**src/design/rclru_pkg.sv**
```systemverilog
// Shared types, constants and control structs of the route cache.
package rclru_pkg;

  localparam int DEF_ENTRIES   = 16;
  localparam int DEF_CELL_BITS = 16;

  localparam int CFG_W     = 5;
  localparam int CELL_W    = 16;
  localparam int KEY_W     = 16;
  localparam int REV_W     = 64;
  localparam int STAMP_W   = 64;
  localparam int SLOT_W    = 4;
  localparam int COUNT_W   = 5;

  localparam logic [CFG_W-1:0] CAPACITY_RESET = 5'd16;

  localparam logic OP_LOOKUP = 1'b0;
  localparam logic OP_INSERT = 1'b1;

  // Request transaction payload
  typedef struct packed {
    logic                     opcode;
    logic [CELL_W-1:0]        start_cell;
    logic [CELL_W-1:0]        goal_cell;
    logic [REV_W-1:0]         world_revision;
    logic signed [KEY_W-1:0]  hover_q;
    logic signed [KEY_W-1:0]  radius_q;
    logic signed [KEY_W-1:0]  step_q;
  } req_t;

  // Response transaction payload
  typedef struct packed {
    logic               hit;
    logic [SLOT_W-1:0]  slot;
    logic               evicted;
    logic               flushed;
    logic [COUNT_W-1:0] entry_count;
  } rsp_t;

  // Controller to datapath commands
  typedef struct packed {
    logic load;
    logic eval;
    logic scan_start;
    logic scan_step;
    logic evict;
    logic commit;
  } ctl_cmd_t;

  // Datapath to controller status
  typedef struct packed {
    logic need_evict;
    logic scan_done;
    logic out_busy;
  } ctl_sts_t;

endpackage

```
**src/design/rclru_ram.sv**
```systemverilog
// Generic single write port RAM with one registered read port.
module rclru_ram #(
  parameter int WIDTH = 8,
  parameter int DEPTH = 16
) (
  input  logic                                clk,
  input  logic                                we,
  input  logic [(DEPTH > 1 ? $clog2(DEPTH) : 1)-1:0] waddr,
  input  logic [WIDTH-1:0]                    wdata,
  input  logic [(DEPTH > 1 ? $clog2(DEPTH) : 1)-1:0] raddr,
  output logic [WIDTH-1:0]                    rdata
);

  logic [WIDTH-1:0] mem [DEPTH];

  // Write and registered read
  always_ff @(posedge clk) begin
    if (we) begin
      mem[waddr] <= wdata;
    end
    rdata <= mem[raddr];
  end

endmodule

```
**src/design/rclru_ctrl.sv**
```systemverilog
// Controller state machine that sequences each request through the datapath.
module rclru_ctrl (
  input  logic                clk,
  input  logic                rst,
  input  logic                req_valid,
  output logic                req_ready,
  input  rclru_pkg::ctl_sts_t sts,
  output rclru_pkg::ctl_cmd_t cmd
);
  import rclru_pkg::*;

  typedef enum logic [1:0] {
    S_IDLE,
    S_EVAL,
    S_SCAN,
    S_COMMIT
  } state_t;

  state_t state;
  state_t state_next;

  // Next state
  always_comb begin
    state_next = state;
    case (state)
      S_IDLE: begin
        if (req_valid) state_next = S_EVAL;
      end
      S_EVAL: begin
        state_next = sts.need_evict ? S_SCAN : S_COMMIT;
      end
      S_SCAN: begin
        if (sts.scan_done) state_next = S_COMMIT;
      end
      S_COMMIT: begin
        if (!sts.out_busy) state_next = S_IDLE;
      end
      default: state_next = S_IDLE;
    endcase
  end

  // Commands follow the current state; no request is taken during reset
  always_comb begin
    req_ready      = (state == S_IDLE) && !rst;
    cmd            = '0;
    cmd.load       = (state == S_IDLE) && !rst && req_valid;
    cmd.eval       = (state == S_EVAL);
    cmd.scan_start = (state == S_EVAL) && sts.need_evict;
    cmd.scan_step  = (state == S_SCAN);
    cmd.evict      = (state == S_SCAN) && sts.scan_done;
    cmd.commit     = (state == S_COMMIT) && !sts.out_busy;
  end

  always_ff @(posedge clk) begin
    if (rst) begin
      state <= S_IDLE;
    end else begin
      state <= state_next;
    end
  end

endmodule

```
**src/design/rclru_datapath.sv**
```systemverilog
// Tag lanes, stamp memory, victim scan and response register of the route cache.
module rclru_datapath #(
  parameter int ENTRIES   = rclru_pkg::DEF_ENTRIES,
  parameter int CELL_BITS = rclru_pkg::DEF_CELL_BITS
) (
  input  logic                          clk,
  input  logic                          rst,
  input  rclru_pkg::req_t               req,
  input  logic                          cfg_we,
  input  logic [rclru_pkg::CFG_W-1:0]   cfg_wdata,
  input  rclru_pkg::ctl_cmd_t           cmd,
  output rclru_pkg::ctl_sts_t           sts,
  output logic                          rsp_valid,
  input  logic                          rsp_ready,
  output rclru_pkg::rsp_t               rsp
);
  import rclru_pkg::*;

  localparam int IW    = (ENTRIES > 1) ? $clog2(ENTRIES) : 1;
  localparam int CW    = $clog2(ENTRIES + 1);
  localparam int KCW   = (CELL_BITS < CELL_W) ? CELL_BITS : CELL_W;
  localparam int RAM_W = STAMP_W + KCW;

  // Held state
  logic [CFG_W-1:0]   capacity;
  logic [ENTRIES-1:0] valid;
  logic [CW-1:0]      count;
  logic [REV_W-1:0]   held_rev;
  logic [STAMP_W-1:0] use_clock;

  // Per-request working registers
  req_t               req_r;
  logic [ENTRIES-1:0] eff_valid;
  logic [CW-1:0]      count_eff;
  logic               flushed_r;
  logic               evicted_r;

  // Key lanes
  logic [KCW-1:0]   e_start  [ENTRIES];
  logic [KCW-1:0]   e_goal   [ENTRIES];
  logic [KEY_W-1:0] e_hover  [ENTRIES];
  logic [KEY_W-1:0] e_radius [ENTRIES];
  logic [KEY_W-1:0] e_step   [ENTRIES];

  // Victim scan
  logic [CW-1:0]      scan_k;
  logic               pend;
  logic [IW-1:0]      pend_idx;
  logic               best_found;
  logic [STAMP_W-1:0] best_stamp;
  logic [KCW-1:0]     best_start;
  logic [IW-1:0]      best_idx;

  logic               rev_change;
  logic [CW-1:0]      cnt_eval;
  logic [CW-1:0]      cap_eff;
  logic [7:0]         cap_wide;
  logic [KCW-1:0]     key_s;
  logic [KCW-1:0]     key_g;
  logic [ENTRIES-1:0] match_vec;
  logic               match_any;
  logic [IW-1:0]      match_idx;
  logic [IW-1:0]      free_idx;
  logic               is_ins;
  logic [IW-1:0]      wr_slot;
  logic               do_write;
  logic [STAMP_W-1:0] stamp_next;
  logic [ENTRIES-1:0] valid_new;
  logic [CW-1:0]      count_new;
  logic [RAM_W-1:0]   rdata;
  logic [STAMP_W-1:0] rd_stamp;
  logic [KCW-1:0]     rd_start;
  logic               cand_better;
  logic               cand_take;

  // Flush detection and effective capacity
  always_comb begin
    rev_change = (req_r.world_revision != held_rev);
    cnt_eval   = rev_change ? '0 : count;
    cap_wide   = {3'b000, capacity};
    if (cap_wide == 8'd0) begin
      cap_eff = CW'(1);
    end else if (cap_wide > 8'(ENTRIES)) begin
      cap_eff = CW'(ENTRIES);
    end else begin
      cap_eff = CW'(cap_wide);
    end
    is_ins         = (req_r.opcode == OP_INSERT);
    sts.need_evict = is_ins && (cnt_eval >= cap_eff);
    sts.scan_done  = (scan_k == CW'(ENTRIES)) && !pend;
    sts.out_busy   = rsp_valid && !rsp_ready;
  end

  assign key_s = req_r.start_cell[KCW-1:0];
  assign key_g = req_r.goal_cell[KCW-1:0];

  // Parallel key compare, lowest matching and lowest free slot
  always_comb begin
    match_idx = '0;
    free_idx  = '0;
    for (int i = 0; i < ENTRIES; i++) begin
      match_vec[i] = eff_valid[i] && (e_start[i] == key_s) && (e_goal[i] == key_g) &&
                     (e_hover[i] == req_r.hover_q) && (e_radius[i] == req_r.radius_q) &&
                     (e_step[i] == req_r.step_q);
    end
    for (int i = ENTRIES - 1; i >= 0; i--) begin
      if (match_vec[i]) match_idx = IW'(i);
      if (!eff_valid[i]) free_idx = IW'(i);
    end
    match_any = |match_vec;
  end

  // Commit values
  always_comb begin
    wr_slot    = (is_ins && !match_any) ? free_idx : match_idx;
    do_write   = cmd.commit && (is_ins || match_any);
    stamp_next = use_clock + STAMP_W'(1);
    valid_new  = eff_valid;
    if (is_ins) valid_new[wr_slot] = 1'b1;
    count_new  = count_eff + ((is_ins && !match_any) ? CW'(1) : CW'(0));
  end

  // Stamp memory: last use stamp and start cell per slot
  rclru_ram #(
    .WIDTH (RAM_W),
    .DEPTH (ENTRIES)
  ) u_stamp_ram (
    .clk   (clk),
    .we    (do_write),
    .waddr (wr_slot),
    .wdata ({stamp_next, key_s}),
    .raddr (scan_k[IW-1:0]),
    .rdata (rdata)
  );

  // Least recent use compare, ties to smaller start cell then lower slot
  always_comb begin
    rd_stamp    = rdata[RAM_W-1 -: STAMP_W];
    rd_start    = rdata[KCW-1:0];
    cand_better = !best_found || (rd_stamp < best_stamp) ||
                  ((rd_stamp == best_stamp) && (rd_start < best_start));
    cand_take   = pend && eff_valid[pend_idx] && cand_better;
  end

  // Control registers
  always_ff @(posedge clk) begin
    if (rst) begin
      capacity   <= CAPACITY_RESET;
      valid      <= '0;
      count      <= '0;
      held_rev   <= '0;
      use_clock  <= '0;
      rsp_valid  <= 1'b0;
      scan_k     <= '0;
      pend       <= 1'b0;
      best_found <= 1'b0;
    end else begin
      if (cfg_we) capacity <= cfg_wdata;
      if (cmd.scan_start) begin
        scan_k     <= '0;
        pend       <= 1'b0;
        best_found <= 1'b0;
      end else if (cmd.scan_step) begin
        if (scan_k != CW'(ENTRIES)) begin
          scan_k <= scan_k + CW'(1);
          pend   <= 1'b1;
        end else begin
          pend <= 1'b0;
        end
        if (cand_take) best_found <= 1'b1;
      end
      if (cmd.commit) begin
        valid     <= valid_new;
        count     <= count_new;
        held_rev  <= req_r.world_revision;
        rsp_valid <= 1'b1;
        if (is_ins || match_any) use_clock <= stamp_next;
      end else if (rsp_ready) begin
        rsp_valid <= 1'b0;
      end
    end
  end

  // Payload registers
  always_ff @(posedge clk) begin
    if (cmd.load) req_r <= req;
    if (cmd.eval) begin
      eff_valid <= rev_change ? '0 : valid;
      count_eff <= cnt_eval;
      flushed_r <= rev_change && (count != '0);
      evicted_r <= 1'b0;
    end else if (cmd.evict) begin
      eff_valid[best_idx] <= 1'b0;
      count_eff           <= count_eff - CW'(1);
      evicted_r           <= 1'b1;
    end
    if (cmd.scan_step) pend_idx <= scan_k[IW-1:0];
    if (cmd.scan_step && cand_take) begin
      best_stamp <= rd_stamp;
      best_start <= rd_start;
      best_idx   <= pend_idx;
    end
    if (cmd.commit && is_ins) begin
      e_start[wr_slot]  <= key_s;
      e_goal[wr_slot]   <= key_g;
      e_hover[wr_slot]  <= req_r.hover_q;
      e_radius[wr_slot] <= req_r.radius_q;
      e_step[wr_slot]   <= req_r.step_q;
    end
    if (cmd.commit) begin
      rsp.hit         <= !is_ins && match_any;
      rsp.slot        <= (is_ins || match_any) ? SLOT_W'(wr_slot) : '0;
      rsp.evicted     <= evicted_r;
      rsp.flushed     <= flushed_r;
      rsp.entry_count <= COUNT_W'(count_new);
    end
  end

endmodule

```
**src/design/route_cache_lru_with_flush_unit.sv**
```systemverilog
// Top level of the route cache tag store: controller plus datapath.
// Fully associative LRU tag store for route keys, flushed whenever the world
// revision changes. One request is in flight at a time. A lookup, or an insert
// into a cache below capacity, passes through evaluate and commit and back to
// idle before the next acceptance; the response is registered at commit. An
// insert into a full cache scans the stamp RAM one slot per read cycle to find
// the victim between evaluate and commit. A pending response that is not taken
// holds the block in its commit step. Valid bits are flip-flops, so there is
// no clearing pass after reset. The capacity register may be written only
// while idle.
module route_cache_lru_with_flush_unit #(
  parameter int ENTRIES   = rclru_pkg::DEF_ENTRIES,
  parameter int CELL_BITS = rclru_pkg::DEF_CELL_BITS
) (
  input  logic                        clk,
  input  logic                        rst,
  input  logic                        req_valid,
  output logic                        req_ready,
  input  rclru_pkg::req_t             req,
  output logic                        rsp_valid,
  input  logic                        rsp_ready,
  output rclru_pkg::rsp_t             rsp,
  input  logic                        cfg_we,
  input  logic [rclru_pkg::CFG_W-1:0] cfg_wdata
);
  import rclru_pkg::*;

  ctl_cmd_t cmd;
  ctl_sts_t sts;

  // Sequencer
  rclru_ctrl u_ctrl (
    .clk       (clk),
    .rst       (rst),
    .req_valid (req_valid),
    .req_ready (req_ready),
    .sts       (sts),
    .cmd       (cmd)
  );

  // Storage and compare logic
  rclru_datapath #(
    .ENTRIES   (ENTRIES),
    .CELL_BITS (CELL_BITS)
  ) u_dp (
    .clk       (clk),
    .rst       (rst),
    .req       (req),
    .cfg_we    (cfg_we),
    .cfg_wdata (cfg_wdata),
    .cmd       (cmd),
    .sts       (sts),
    .rsp_valid (rsp_valid),
    .rsp_ready (rsp_ready),
    .rsp       (rsp)
  );

endmodule

```
**config.mk**
```make
export PLATFORM = sky130hd
export DESIGN_NAME = route_cache_lru_with_flush_unit
export DESIGN_NICKNAME = d
export VERILOG_FILES = /design/src/design/rclru_pkg.sv /design/src/design/rclru_ram.sv /design/src/design/rclru_ctrl.sv /design/src/design/rclru_datapath.sv /design/src/design/route_cache_lru_with_flush_unit.sv
export SDC_FILE = /design/constraint.sdc
export NUM_CORES = 2
export LEC_CHECK = 0
export ABC_AREA = 1
export BUFFER_PORTS_ARGS = -buffer_cell sky130_fd_sc_hd__buf_2
export CORE_MARGIN = 3
export CORE_UTILIZATION = 30
export CTS_BUF_LIST = sky130_fd_sc_hd__clkbuf_4 sky130_fd_sc_hd__clkbuf_8 sky130_fd_sc_hd__clkbuf_16
export DETAILED_ROUTE_END_ITERATION = 16
export GPL_TIMING_DRIVEN = 0
export PLACE_DENSITY_LB_ADDON = 0.12
export SLEW_MARGIN = 30
export SYNTH_ARGS = -nofsm -noshare
export SYNTH_HDL_FRONTEND = slang
export SYNTH_SLANG_ARGS = --single-unit
export TNS_END_PERCENT = 20
```
**constraint.sdc**
```tcl
create_clock -name clk -period 9.1 [get_ports clk]
set_input_delay 0.455 -clock clk [delete_from_list [all_inputs] [get_ports clk]]
set_output_delay 0.455 -clock clk [all_outputs]
set_load 0.03 [all_outputs]
```
==> reports/summary.md <==
The transition time of the tightest slew-check pin is 1.11 ns. The die covers 425000 um2. The run gives 0 as the count of final setup violators.

The die extent in y came out at 652 um. For the area inside the core boundary, the log shows 414000 um2. The post-CTS clock slew at the launch and capture registers of the worst setup and hold paths works out to 0.06 ns. The type of the tightest min-delay check was in2reg. The run gives 596 mm as the total length of routed wires. Derived from the worst setup path, the maximum achievable clock frequency is 0.119 GHz. Between clock sinks in the finished design, the worst skew comes to 0.0772 ns.

The max-cap violation count was 0. In this run the count of I/O pins placed on the die edge is 169. The chip width is 652 um, and the number of cells on the worst reg-to-reg path is 17. The run finished with clean final reports. The peak fanout along the critical path works out to 44. The placed instance count was 16.1k. The worst hold path passes through 2 cells.

After routing, the total negative slack on setup checks comes to 0 ns. Once the clock tree was built, the resizer swapped 0 gates to a different size. For the DRC violation total after the first TritonRoute iteration, the log shows 11.6k. The number of antenna violations at the first check in global routing is 88.

The signed area change from the synthesized netlist to the final layout was 24.2%; the via count of the first global-routing pass was 88.0k. The post-placement worst setup slack is 1.03 ns. Root cell of the clock tree: sky130_fd_sc_hd__clkbuf_16. The final setup slack of the worst path was 0.714 ns. The nature of the critical path endpoint was a flip-flop. The headroom to the max-slew limit was 25.5%; the data arrival time of the critical path was 9.03 ns.

Dividing the detail-routed wire length by the instance count gives 35.0 um. The tools report the type of element launching the critical path as a flip-flop. In the final layout, the share of cells above drive strength 1 is 15.1%. The floorplan has 236 rows.

The worst setup slack for register-to-register paths is 0.71 ns, and the ratio of routed vias to standard cells is 5.43. In this run the mean area of a mapped cell was 12.4 um2. The endpoint identified for the worst register-to-register timing path is u_dp.e_radius[13][1].

The number of fill cells in the layout is 39.6k, and the clock latency reported for the late side of the worst-skew pair is 0.99 ns. The logs give 17.0k for the final cell count without fillers and 5 for the number of levels the H-tree was split into. Setup repair after global routing left no endpoint under its margin. For this run, design rule violations remaining after detail routing come to 0. The logs give 125000 um2 for the post-synthesis cell area and 361 for the number of clock buffers inserted by TritonCTS.

For this run, the share of the core covered by cells in the final layout is 37.5%. Number of pins with negative max-slew slack in the final report: 0. The startpoint identified for the worst hold timing path is req[35].

The count of buffers from port buffering is 167. Initial standard-cell utilization of the core: 30.2%. Counting flops and latches in the post-synthesis netlist gives 3072. The logs give 70 for the maximum number of pins on one net before global-route repair and 65 for the number of distinct library cells after synthesis.

The tree built by TritonCTS fans out to 3072 sinks. For this design the ratio of total power to cell area is 250 nW/um2. The final critical path takes up 92.2% of the cycle.

At the worst endpoint, the required time is 9.75 ns. The number of flops mapped to enable cells by yosys came out at 2827. Sink of the worst hold path: u_dp.req_r[35]. The count of synthesis-stage warnings from yosys is 0, and the final hold slack is 0.189 ns.

Counting flops with an async set or reset pin after synthesis yields a share of 0%. The first global-routing pass estimated 789 mm of wire. The final-report hold violation count came out at 0.

The number of nets in the final layout is 11.4k. The maximum count of clock buffers along a single path was 4. Once detail routing completed, the nets flagged for antenna violations numbered 0. The peak supply drop was 181 uV; the placer congestion estimate was 1.01.

The HPWL after detailed placement was 442 mm. Total nets after synthesis: 10.3k. The reg-to-reg critical path startpoint is u_dp.req_r[32]. The final critical delay including setup and external delays is 8.39 ns. For this run, the total global-route usage over all layers was measured as 27.3%. For the number of instances in the synthesized netlist, the log shows 10.1k. The via count of the routed design is 92.5k. Summed over all cells, the static leakage comes to 53.7 nW. The first-pass iteration count of the detailed router was 6; the aggregate global routing overflow was 0.

TritonCTS built the clock tree. Most instantiated flip-flop cell in the synthesis netlist: sky130_fd_sc_hd__edfxtp_1. The sequential area share after synthesis was 71.7%. Start-to-end type of the worst setup path: reg2reg.
==> state kept, by name, indices dropped and copies added (netlist names), 16 cells and up <==
| signal | count |
|---|---|
| u_dp.eff_valid | 16 |
| u_dp.e_hover | 256 |
| u_dp.e_step | 256 |
| u_dp.use_clock | 64 |
| u_dp.u_stamp_ram.mem | 1280 |
| u_dp.u_stamp_ram.rdata | 80 |
| u_dp.held_rev | 64 |
| u_dp.req_r | 112 |
| u_dp.e_radius | 256 |
| u_dp.best_stamp | 64 |
| u_dp.best_start | 16 |
| u_dp.key_g | 16 |
| u_dp.key_s | 16 |
| u_dp.e_goal | 256 |
| u_dp.valid | 16 |
| u_dp.e_start | 256 |
==> stage by stage <==
step / cell area, um2 / total power, W
2_1_floorplan: 125000 / 0.0199
3_3_place_gp: 133000 / 0.0236
3_5_place_dp: 142000 / 0.0242
4_1_cts: 155000 / 0.0391
5_1_grt: 155000 / 0.0401
6_report: 156000 / 0.0390
==> logic make-up (layout without fill, tap and decap cells) <==
group / Yosys count / count (layout) / share of synthesized area (%)
mux: 1 / 1 / 0.00800
simple gates: 3389 / 3389 / 11.3
buf+inv: 969 / 2391 / 3.09
flops: 3072 / 3072 / 71.7
fa+ha+maj: 95 / 95 / 0.949
compound gates: 2142 / 2142 / 10.0
other cells: 0 / 55 / 0
xor+xnor: 409 / 409 / 2.89
==> critical path: stages (launching register included) <==
cell                       delay [ns]
sky130_fd_sc_hd__edfxtp_1        0.68
sky130_fd_sc_hd__buf_4           0.40
sky130_fd_sc_hd__inv_2           0.56
sky130_fd_sc_hd__buf_2           0.71
sky130_fd_sc_hd__a21oi_1         0.15
sky130_fd_sc_hd__nand3_1         0.39
sky130_fd_sc_hd__nor2_1          0.10
sky130_fd_sc_hd__nand3_1         0.21
sky130_fd_sc_hd__o21ai_0         0.26
sky130_fd_sc_hd__nor2_1          0.72
sky130_fd_sc_hd__nand2_1         0.41
sky130_fd_sc_hd__nor3_2          0.69
sky130_fd_sc_hd__nand3_1         0.36
sky130_fd_sc_hd__buf_2           0.30
sky130_fd_sc_hd__nand2_2         0.18
sky130_fd_sc_hd__nand4_1         0.78
sky130_fd_sc_hd__inv_6           0.75
sky130_fd_sc_hd__buf_16          0.32
==> area by class of cell <==
cell class	count	area, um2	area share (%)
Antenna cell	55	138	0.0885
Buffer	497	2170	1.39
Clock buffer	464	10100	6.47
Clock inverter	204	2000	1.28
Inverter	472	1820	1.17
Multi-Input combinational cell	6036	32300	20.8
Sequential cell	3072	89800	57.7
Tap cell	5474	6850	4.40
Timing Repair Buffer	754	10400	6.69
==> Yosys cell counts (119+ instances only) <==
| cell | n | area (um2) |
|---|---|---|
| sky130_fd_sc_hd__nand2_1 | 1449 | 5440 |
| sky130_fd_sc_hd__o22ai_1 | 531 | 3320 |
| sky130_fd_sc_hd__edfxtp_1 | 2827 | 84900 |
| sky130_fd_sc_hd__nand4_1 | 187 | 1170 |
| sky130_fd_sc_hd__xor2_1 | 191 | 1670 |
| sky130_fd_sc_hd__dfxtp_1 | 245 | 4900 |
| sky130_fd_sc_hd__buf_2 | 158 | 791 |
| sky130_fd_sc_hd__nand3_1 | 119 | 596 |
| sky130_fd_sc_hd__nor2_1 | 1355 | 5090 |
| sky130_fd_sc_hd__clkbuf_1 | 323 | 1210 |
| sky130_fd_sc_hd__xnor2_1 | 214 | 1870 |
| sky130_fd_sc_hd__inv_1 | 388 | 1460 |
| sky130_fd_sc_hd__o21ai_0 | 1052 | 5270 |
==> cell usage in the layout (no fill, tap or decap), drive strengths merged, types with 32 or more instances in the layout <==
cell type	netlist	layout
nand3	124	124
a221oi	99	99
buf	174	766
o21ai	1163	1163
inv	470	483
nand4	190	190
o22ai	531	531
clkinv	2	153
xnor2	215	215
dlygate4sd3	0	162
nand2	1455	1455
a22o	82	82
diode	0	55
a211oi	95	95
clkbuf	323	787
ha	95	95
edfxtp	2827	2827
xor2	194	194
nor3	48	48
nor2	1371	1371
dfxtp	245	245
a21oi	107	107
or2	90	90
nor4	93	93
bufinv	0	32
==> where the power goes <==
part           internal (W)  switching (W)  total [W]
Clock               0.00873        0.00615     0.0149
Sequential           0.0162       0.000480     0.0167
Combinational       0.00195        0.00542    0.00737
Total                0.0269         0.0120     0.0390
==> metal layers <==
metal / vias up / routed length (um) / GRT usage [%]
li1: 39000 / - / -
met1: 47200 / 230000 / 34.2
met2: 4999 / 275000 / 44.0
met3: 1331 / 43600 / 4.10
met4: 14 / 47400 / 18.2
met5: - / 94 / 0
==> repair_timing <==
action	4_1_cts	5_1_grt
endpoints found under the hold margin	152	0
hold buffers	162	0
buffers inserted	0	0
==> worst max path at each step <==
| stage | startpoint | end | slack (ns) |
|---|---|---|---|
| after floorplan | u_dp.key_s[3] | u_dp.u_stamp_ram.mem[11][0] | 2.32 |
| after global placement | u_dp.key_s[8] | u_dp.u_stamp_ram.mem[4][29] | -8.26 |
| after detailed placement | u_dp.req_r[32] | u_dp.e_start[13][8] | 1.03 |
| after CTS | u_dp.req_r[32] | u_dp.e_start[13][12] | 1.02 |
| after global routing | u_dp.req_r[32] | u_dp.e_start[13][12] | 0.96 |
| final | u_dp.req_r[32] | u_dp.e_radius[13][1] | 0.71 |
No activity file was read; power rests on OpenSTA's default activity.
